`src/sv/sorc_pkg.sv`:
```
`default_nettype none

package sorc_pkg;

  localparam int unsigned ByteW = 8;
  localparam int unsigned PosW  = 8;
  localparam int unsigned TermW = 16;
  localparam int unsigned ProdW = 25;

  typedef logic [ByteW-1:0] byte_t;
  typedef logic [PosW-1:0]  pos_t;
  typedef logic [TermW-1:0] term_t;
  typedef logic [ProdW-1:0] prod_t;

  localparam term_t TermMod     = 16'hFFFF;
  localparam term_t FirstOffset = 16'd7;
  localparam pos_t  AlphaMul    = 8'd17;
  localparam pos_t  BetaMul     = 8'd31;

  // x mod 65535 using 2^16 == 1, valid for x below 2^25
  function automatic term_t fold_mod(input prod_t x);
    logic [TermW:0] s;
    logic [TermW:0] m;
    s = {8'd0, x[ProdW-1:TermW]} + {1'b0, x[TermW-1:0]};
    if (s >= {1'b0, TermMod}) begin
      m = s - {1'b0, TermMod};
    end else begin
      m = s;
    end
    return m[TermW-1:0];
  endfunction

endpackage

`default_nettype wire

```
`src/sv/second_order_recurrence_checksum_unit.sv`:
```
`default_nettype none

// Channel  Direction  Handshake                   Payload
// in       input      in_valid_i / in_ready_o     data_byte_i, first_i, last_i
// out      output     out_valid_o / out_ready_i   checksum_o
//
// One byte per cycle while in_ready_o is high; the recurrence (9x16 and
// 8x16 multiplies, subtract, mod 65535 fold) closes in the accept cycle.
// A result goes to the output register, or to the skid entry when it is held.
// A two-entry output buffer keeps input flowing while a result waits;
// in_ready_o drops only when both entries are held.
// Reset clears the recurrence state to prev 1, curr 0, position 0.

module second_order_recurrence_checksum_unit (
  input  wire                  clk_i,
  input  wire                  rst_ni,
  input  wire                  in_valid_i,
  output logic                 in_ready_o,
  input  wire sorc_pkg::byte_t data_byte_i,
  input  wire                  first_i,
  input  wire                  last_i,
  output logic                 out_valid_o,
  input  wire                  out_ready_i,
  output sorc_pkg::term_t      checksum_o
);
  import sorc_pkg::*;

  term_t prev_q, prev_d;
  term_t curr_q, curr_d;
  pos_t  pos_q, pos_d;

  logic  out_valid_q, out_valid_d;
  term_t out_data_q, out_data_d;
  logic  skid_valid_q, skid_valid_d;
  term_t skid_data_q, skid_data_d;

  logic [2*PosW-1:0] alpha_prod, beta_prod;
  pos_t              alpha, beta;
  logic [ByteW:0]    coef;
  prod_t             prod_a, prod_b, diff;
  logic              a_ge_b;
  term_t             red;
  logic [TermW:0]    neg_val;
  term_t             next_term;

  logic accept, push, pop;

  assign accept = in_valid_i & in_ready_o;
  assign push   = accept & last_i;
  assign pop    = out_valid_q & out_ready_i;

  assign alpha_prod = {8'd0, pos_q} * {8'd0, AlphaMul};
  assign beta_prod  = {8'd0, pos_q} * {8'd0, BetaMul};
  assign alpha      = alpha_prod[PosW-1:0];
  assign beta       = beta_prod[PosW-1:0];
  assign coef       = {1'b0, data_byte_i} + {1'b0, alpha};
  assign prod_a     = {16'd0, coef} * {9'd0, curr_q};
  assign prod_b     = {17'd0, beta} * {9'd0, prev_q};
  assign a_ge_b     = prod_a >= prod_b;
  assign diff       = a_ge_b ? (prod_a - prod_b) : (prod_b - prod_a);
  assign red        = fold_mod(diff);
  assign neg_val    = {1'b0, TermMod} + 17'd1 - {1'b0, red};

  // negative side: (1 - d) mod 65535
  always_comb begin
    if (a_ge_b) begin
      next_term = red;
    end else if (red == 16'd0) begin
      next_term = 16'd1;
    end else if (red == 16'd1) begin
      next_term = 16'd0;
    end else begin
      next_term = neg_val[TermW-1:0];
    end
  end

  always_comb begin
    prev_d = prev_q;
    curr_d = curr_q;
    pos_d  = pos_q;
    if (accept) begin
      if (first_i) begin
        prev_d = 16'd1;
        curr_d = {8'd0, data_byte_i} + FirstOffset;
        pos_d  = 8'd1;
      end else begin
        prev_d = curr_q;
        curr_d = next_term;
        pos_d  = pos_q + 8'd1;
      end
    end
  end

  always_comb begin
    out_valid_d  = out_valid_q;
    out_data_d   = out_data_q;
    skid_valid_d = skid_valid_q;
    skid_data_d  = skid_data_q;
    if (skid_valid_q) begin
      if (pop) begin
        out_data_d   = skid_data_q;
        skid_valid_d = 1'b0;
      end
    end else if (push) begin
      if (out_valid_q && !pop) begin
        skid_valid_d = 1'b1;
        skid_data_d  = curr_d;
      end else begin
        out_valid_d = 1'b1;
        out_data_d  = curr_d;
      end
    end else if (pop) begin
      out_valid_d = 1'b0;
    end
  end

  always_ff @(posedge clk_i or negedge rst_ni) begin
    if (!rst_ni) begin
      prev_q       <= 16'd1;
      curr_q       <= 16'd0;
      pos_q        <= 8'd0;
      out_valid_q  <= 1'b0;
      skid_valid_q <= 1'b0;
    end else begin
      prev_q       <= prev_d;
      curr_q       <= curr_d;
      pos_q        <= pos_d;
      out_valid_q  <= out_valid_d;
      skid_valid_q <= skid_valid_d;
    end
  end

  always_ff @(posedge clk_i) begin
    out_data_q  <= out_data_d;
    skid_data_q <= skid_data_d;
  end

  assign in_ready_o  = ~skid_valid_q;
  assign out_valid_o = out_valid_q;
  assign checksum_o  = out_data_q;

endmodule

`default_nettype wire
```
`config.mk`:
```
export PLATFORM = sky130hd
export DESIGN_NAME = second_order_recurrence_checksum_unit
export DESIGN_NICKNAME = d
export VERILOG_FILES = /design/src/sv/sorc_pkg.sv /design/src/sv/second_order_recurrence_checksum_unit.sv
export SDC_FILE = /design/constraint.sdc
export NUM_CORES = 1
export LEC_CHECK = 0
export BUFFER_PORTS_ARGS = -buffer_cell sky130_fd_sc_hd__buf_2
export CORE_MARGIN = 2
export CORE_UTILIZATION = 35
export DETAILED_ROUTE_END_ITERATION = 8
export GPL_TIMING_DRIVEN = 0
export PLACE_DENSITY_LB_ADDON = 0.1
export SLEW_MARGIN = 20
export SYNTH_ARGS = -nofsm -noshare
export SYNTH_HDL_FRONTEND = slang
export SYNTH_SLANG_ARGS = --single-unit
```
`constraint.sdc`:
```
create_clock -name clk_i -period 19 [get_ports clk_i]
set_input_delay 1.9 -clock clk_i [delete_from_list [all_inputs] [get_ports clk_i]]
set_output_delay 1.9 -clock clk_i [all_outputs]
set_load 0.02 [all_outputs]
```
==> flow_summary.ini, run 1 <==
[clock_network]
clock_path_buffers = 2
clk_latency_ns = 0.36
postCtsSetupBuffers = 0
path_clk_slew_ns = 0.07
cts.htree.levels = 3
cts_tree = done
numCtsBuffers = 9
cts_sinks = 74
clockRootBuffer = clkbuf_16

[floorplan]
io_pins = 32
dieArea_um2 = 49400
start_util_pct = 35.6
coreArea_um2 = 46800
fp.dieH_um = 222
rows = 79
chipWidth_um = 222

[worst_setup_path]
critPathSlowestCell = buf_1
max_stage_delay_ns = 0.65
path_max_fanout = 10
path_class = in -> reg
r2r-start = pos_q[1]
regToRegSetupSlack_ns = 1.32
cp-start-kind = input pin
crit_buf_inv = 5
r2r_cells = 64
crit_top_cell = a21oi_1
reg2reg_to = checksum_o[5]
cp_data_required_time_ns = 19.12
critPathArrivalTime_ns = 17.97
cp-end-kind = register
cp_top_family = compound AO/OA/AOI/OAI gates

[grt]
globalRouteTotalUtil_pct = 21.5
antenna_found_initial = 2
grt_max_degree = 43
gr-total-overflow = 0
grt_pass1_vias = 13800
grt_pass1_wl_um = 81800

[run]
maxCapViolCount = 0

[run_status]
status = finished clean

[sta]
skew_ns = 0.0139
finalSetupViolCount = 0
drv_slew = 0
tightestPinTransition_ns = 1.06
slew_headroom_pct = 28.9
period_share_pct = 94.0
max_freq_mhz = 56.0
rsz0062_at_grt = no
hold_viol_final = 0
setup_tns_ns = 0
period_minus_slack_ns = 17.86

[synthesis]
syn_area_um2 = 16700
synth_cells = 1971
synth_ff_type = dfrtp_1
async_flop_share_pct = 56.8
synth_area_per_cell_um2 = 8.46
syn_nets = 2353
synth_cell_types = 96
yosysWarningCount = 0
synth_seq_cells = 74
synth_edf_count = 32
ys_seq_area_share_pct = 12.1

[drt]
wl_per_cell_um = 19.9
drt_iter0_markers = 700
wirelength_um = 52200
dr_total_vias = 13800
ant_nets = 0
dr.pass1.iters = 5
drt-vias-per-instance = 5.27
drc = 0

[layout]
antenna-diode-count = 0
drive_above_1_share_pct = 5.94
nets = 2396
area_growth_pct = 7.54
final_cell_mix = inv_1 (299), nand2_1 (239), fa_1 (197)
num-fill-cells = 4858
layout_commonest_cell = inv_1

[placement]
dp.final_hpwl_um = 43500
gp_congestion = 0.862
io_buffers = 31

[hold_path]
hold_depth = 2
holdPathEnd = prev_q[0]
hp-start = prev_q[0]
min_path_type = reg -> reg
==> flip-flops by register name, indices dropped and copies added, names as in the netlist <==
register,flops
checksum_o,16
out_valid_o,1
prev_q,16
pos_q,8
skid_valid_q,1
skid_data_q,16
curr_q,16
==> worst max-delay path by stage <==
stage | depth (start not counted) | endpoint | slack (ns) | startpoint
3_3_place_gp | 62 | checksum_o[5] | 0.82 | data_byte_i[0]
2_1_floorplan | 61 | checksum_o[5] | 3.82 | data_byte_i[0]
4_1_cts | 63 | checksum_o[5] | 0.95 | pos_q[1]
3_5_place_dp | 62 | checksum_o[5] | 0.75 | data_byte_i[0]
5_1_grt | 62 | checksum_o[5] | 0.02 | data_byte_i[0]
6_report | 60 | checksum_o[5] | 1.14 | data_byte_i[0]
==> Yosys cell counts (6+ instances only) <==
cell type	n	area [um^2]
o211ai_1	9	67.6
o21ai_1	10	50.1
xor2_1	38	333
nand2b_1	9	56.3
nand3_1	19	95.1
nor3_1	24	120
a221oi_1	7	61.3
a211oi_1	14	105
a21boi_0	6	45.0
dfrtp_1	41	1030
o21a_1	9	67.6
buf_2	12	60.1
nand2_1	239	897
o21ai_0	57	285
and3_1	10	62.6
nand3b_1	21	158
o21bai_1	41	308
inv_1	299	1120
a21o_1	38	285
or3_1	8	50.1
nor2b_1	21	131
ha_1	171	2140
buf_4	8	60.1
nor2_1	75	282
a31oi_1	15	93.8
nand4_1	15	93.8
clkbuf_1	54	203
and2_1	137	857
edfxtp_1	32	961
a21oi_1	122	611
mux2i_1	15	150
xnor2_1	86	753
fa_1	197	3940
==> layout make-up <==
type	instances	area [um^2]	area share [%]
Buffer	79	350	1.95
Clock inverter	7	82.6	0.461
Tap cell	607	759	4.24
Timing Repair Buffer	32	169	0.942
Clock buffer	9	225	1.26
Inverter	300	1130	6.28
Multi-Input combinational cell	1518	13200	73.6
Sequential cell	74	2010	11.2
==> cell families after synthesis <==
logic type / count (synthesis) / synth area share [%]
mux: 18 / 1.17
simple gates: 611 / 18.8
xor+xnor: 127 / 6.88
buf+inv: 379 / 8.85
compound gates: 394 / 15.7
flops: 74 / 12.1
fa+ha+maj: 368 / 36.5
==> worst min-delay path: stages (launching register included) <==
cell,delay (ns)
dfstp_2,0.42
nand2_1,0.07
nand2_1,0.04
==> metrics by stage <==
stage	hold slack [ns]	setup slack, ns	utilization, %	instances	cell area, um^2
3_3_place_gp	0.527	0.818	37.6	2609	17600
3_5_place_dp	0.523	0.750	37.6	2610	17600
4_1_cts	0.533	0.950	38.3	2626	17900
6_report	0.534	1.14	38.3	2626	17900
5_1_grt	0.555	0.0170	38.3	2626	17900
2_1_floorplan	0.466	3.82	-	1971	16700
==> routing by layer <==
layer  global-route usage [%]  part of all wire (%)
met2                     36.3                    48
met5                        0                 0.017
met4                     5.03                   2.4
met1                     29.4                    45
met3                     2.21                   4.1
==> repair_timing <==
action | in CTS | in global routing
endpoints found under the setup margin | 0 | 11
resized for setup | 0 | 4
hold buffers | 0 | 0
Power of run 1 is left out: the tool's default activity adds up to more than one toggle a clock period on the data nets, which glitch-free logic cannot reach.
==> inputs of run 2 (changes only) <==
Settings changed: CTS_BUF_LIST set to sky130_fd_sc_hd__clkbuf_4, RECOVER_POWER set to 25.
==> run 2 against run 1 <==
Effect of this change:
- the flow now finishes with violations (capacitance limit, slew limit)
- count of clock-buffer cells in the layout stayed put
- register-to-register slack better by 0.02 ns
- wire length is 0.23% lower
- design area is 0.78% lower
- highest routed layer unchanged
==> flow_summary.ini, run 2 (synthesized netlist as in run 1, its figures left out) <==
[layout]
finalInstanceArea_um2 = 17800
layout_commonest_cell = inv_1
area_growth_pct = 6.70
drive_above_1_share_pct = 5.99
nets = 2396
final_cell_mix = inv_1 (299), nand2_1 (239), fa_1 (197)
num-fill-cells = 4877

[hold_path]
min_path_type = reg -> reg
hp-start = prev_q[0]

[floorplan]
dieArea_um2 = 49400
chipWidth_um = 222
fp.dieH_um = 222
io_pins = 32
rows = 79
start_util_pct = 35.6
coreArea_um2 = 46800

[sta]
period_share_pct = 93.3
tightestPinTransition_ns = 2.66
max_freq_mhz = 56.4
setup_tns_ns = 0
slew_headroom_pct = -77.5
hold_viol_final = 0
rsz0062_at_grt = no
finalSetupViolCount = 0
period_minus_slack_ns = 17.72
skew_ns = 0.0354
drv_slew = 43

[clock_network]
cts.htree.levels = 3
clockRootBuffer = clkbuf_4
postCtsSetupBuffers = 0
postCtsHoldBufs = 0
cts_tree = done
cts_sinks = 74
cts_resized = 0
clk_latency_ns = 0.53
clock_path_buffers = 2
numCtsBuffers = 9
path_clk_slew_ns = 0.15

[grt]
grt_max_degree = 43
grt_pass1_vias = 13800
grt_pass1_wl_um = 81700
globalRouteTotalUtil_pct = 21.4
gr-total-overflow = 0
antenna_found_initial = 3

[drt]
drt_iter0_markers = 738
drc = 0
drt-vias-per-instance = 5.24
ant_nets = 0
wl_per_cell_um = 19.8
wirelength_um = 52100
dr.pass1.iters = 6
dr_total_vias = 13800

[worst_setup_path]
path_class = in -> reg
crit_top_cell = a21oi_1
cp_data_required_time_ns = 19.28
critPathArrivalTime_ns = 18.01
critPathSlowestCell = buf_1
path_max_fanout = 10
cp-end-kind = register
crit_start = data_byte_i[1]
max_stage_delay_ns = 0.70
r2r-start = pos_q[1]
cp-start-kind = input pin

[run_status]
status = finished, violations left
failed_checks = capacitance limit, slew limit

[placement]
gp_congestion = 0.862
dpl_cell_area_um2 = 17600
io_buffers = 31
dp.final_hpwl_um = 43500

[run]
maxCapViolCount = 1
-- run 2: cell types whose count changed in the layout (fill, tap and decap cells not counted) --
cell	before	now
clkbuf_4	0	9
buf_4	9	8
xnor2_2	4	6
diode_2	0	3
clkbuf_16	9	0
xnor2_1	84	82
clkbuf_1	53	54
-- run 2: per-stage QoR --
step	std cells	worst slack (ns)	hold slack, ns	util, %
floorplan	1971	3.82	0.466	-
global placement	2609	0.818	0.527	37.6
detailed placement	2610	0.750	0.523	37.6
CTS	2626	0.954	0.543	38.0
global route	2629	0.222	0.566	38.0
finish	2629	1.28	0.541	38.0
-- run 2: cell type report --
| type | instances | area [um^2] | area share, % |
|---|---|---|---|
| repair buffers | 32 | 165 | 0.929 |
| inverters | 300 | 1130 | 6.33 |
| multi-input cells | 1518 | 13200 | 74.3 |
| well taps | 607 | 759 | 4.27 |
| clock buffers | 9 | 67.6 | 0.380 |
| plain buffers | 79 | 350 | 1.97 |
| diodes | 3 | 7.51 | 0.0422 |
| flip-flops and latches | 74 | 2010 | 11.3 |
| clock inverters | 7 | 82.6 | 0.464 |
-- run 2: worst max-delay path: cells and delay by family --
family,cells,cell delay (ns)
xor gates and xnor gates,4,0.91
muxes,4,1.13
and+or+nand+nor,10,2.17
buffers and inverters,5,1.87
adders and majority gates,9,3.89
AOI/OAI and AO/OA,29,6.07
-- run 2: worst paths after layout --
kind | end | slack (ns) | cells after the start
hold / removal | prev_q[0] | 0.54 | 2
setup reg to reg | checksum_o[5] | 1.34 | 65
setup / recovery | checksum_o[5] | 1.28 | 61
min in group asynchronous | curr_q[8] | 2.19 | 1
hold reg to reg | prev_q[0] | 0.54 | 2
max in group asynchronous | pos_q[0] | 15.28 | 1
-- run 2: layer usage --
layer  track usage, %  wire, um  vias up
li1                 -         -     6578
met1             29.4     23900     6890
met2             36.1     24900      260
met3             2.09      1850       54
met4             5.65      1420        2
met5                0         9        -
Power of run 2 is left out for the same reason.
==> inputs of run 3 (changes only) <==
Settings changed: ABC_CLOCK_PERIOD_IN_PS set to 19000, CTS_BUF_LIST sky130_fd_sc_hd__clkbuf_4 to sky130_fd_sc_hd__clkbuf_4 sky130_fd_sc_hd__clkbuf_8 sky130_fd_sc_hd__clkbuf_16.
==> run 3 against run 2 <==
Effect of this change:
- the flow still finishes with violations (capacitance limit, slew limit)
- clock skew shrank 0.021 ns
- sequential cell count is the same
- die area is the same
- first-iteration DRC count shrank 4.9%
- worst hold slack lost 0.0065 ns
- fmax shrank 0.73%
- non-clock buffer count is the same
- critical path type unchanged
- global-route usage is essentially flat
- count of clock-buffer cells in the layout is the same
==> flow_summary.ini, run 3 (synthesized netlist as in run 1, its figures left out) <==
[run_status]
status = finished, violations left
failed_checks = capacitance limit, slew limit

[layout]
num-fill-cells = 4860
multi_input_area_um2 = 13200
layout_commonest_cell = inv_1
drive_above_1_share_pct = 5.89
nets = 2396
antenna-diode-count = 0
area_growth_pct = 7.51
finalInstanceArea_um2 = 17900
final_cell_mix = inv_1 (299), nand2_1 (239), fa_1 (197)
ff_latch_area_um2 = 2010

[hold_path]
hold_depth = 2
min_path_type = reg -> reg

[worst_setup_path]
timing.critical_path.depth = 60
crit_top_cell = a21oi_1
r2r_cells = 64
crit_buf_inv = 5
cp-end-kind = register
critPathArrivalTime_ns = 17.97
regToRegSetupSlack_ns = 1.32
max_stage_delay_ns = 0.65
cp-start-kind = input pin
cp_data_required_time_ns = 19.12
path_max_fanout = 10
cp_top_family = compound AO/OA/AOI/OAI gates
path_class = in -> reg
critPathSlowestCell = buf_1

[clock_network]
path_clk_slew_ns = 0.07
clock_path_buffers = 2
cts_sinks = 74
numCtsBuffers = 9
cts_tree = done
cts.htree.levels = 3
clk_latency_ns = 0.37
postCtsHoldBufs = 0
clockRootBuffer = clkbuf_16
cts_resized = 0
postCtsSetupBuffers = 0

[drt]
dr_total_vias = 13800
wirelength_um = 52200
drt_iter0_markers = 702
dr.pass1.iters = 5
drt-vias-per-instance = 5.26
wl_per_cell_um = 19.9
ant_nets = 0
drc = 0

[placement]
gp_congestion = 0.862
dpl_cell_area_um2 = 17600
dp.final_hpwl_um = 43500
io_buffers = 31

[grt]
globalRouteTotalUtil_pct = 21.5
grt_pass1_wl_um = 81800
grt_max_degree = 43
antenna_found_initial = 2
gr-total-overflow = 0
grt_pass1_vias = 13800

[sta]
slew_headroom_pct = -75.4
max_freq_mhz = 56.0
skew_ns = 0.0143
finalSetupViolCount = 0
period_minus_slack_ns = 17.85
drv_slew = 43
period_share_pct = 94.0
tightestPinTransition_ns = 2.63
rsz0062_at_grt = no
hold_viol_final = 0
setup_tns_ns = 0

[floorplan]
coreArea_um2 = 46800
rows = 79
chipWidth_um = 222
dieArea_um2 = 49400
fp.dieH_um = 222
io_pins = 32
start_util_pct = 35.6

[run]
maxCapViolCount = 1
run 3: changes by cell type in the layout (fill, tap and decap cells not counted), sizes merged:
| cell | change |
|---|---|
| diode | -3 |
run 3: worst min-delay path: cells and delay by family, from the launching register on:
family / cells / cell delay (ns)
flip-flops: 1 / 0.42
AND/OR/NAND/NOR: 2 / 0.11
run 3: cell type report:
cell class	count	share of cell area, %
buffer	79	1.96
clock buffer	9	1.26
clock inverter	7	0.461
inverter	300	6.28
multi-input combinational	1518	73.6
sequential	74	11.2
tap	607	4.24
timing repair buffer	32	0.922
run 3: final timing paths:
kind	startpoint	end
max	data_byte_i[0]	checksum_o[5]
min	prev_q[0]	prev_q[0]
max reg2reg	pos_q[1]	checksum_o[5]
min reg2reg	prev_q[0]	prev_q[0]
max in group asynchronous	rst_ni	prev_q[12]
min in group asynchronous	rst_ni	curr_q[8]
run 3: metrics by stage:
stage | utilization, % | cells | hold WS (ns) | worst slack, ns
3_5_place_dp | 37.6 | 2610 | 0.523 | 0.750
6_report | 38.3 | 2626 | 0.534 | 1.15
2_1_floorplan | - | 1971 | 0.466 | 3.82
5_1_grt | 38.3 | 2626 | 0.555 | 0.0170
4_1_cts | 38.3 | 2626 | 0.533 | 0.950
3_3_place_gp | 37.6 | 2609 | 0.527 | 0.818
run 3: per-layer routing:
| metal | vias up | global-route usage (%) | share of wire, % |
|---|---|---|---|
| li1 | 6569 | - | - |
| met4 | 2 | 5.03 | 2.5 |
| met1 | 6890 | 29.4 | 46 |
| met3 | 52 | 2.21 | 3.9 |
| met5 | - | 0 | 0.017 |
| met2 | 287 | 36.3 | 48 |
Power of run 3 is left out for the same reason.
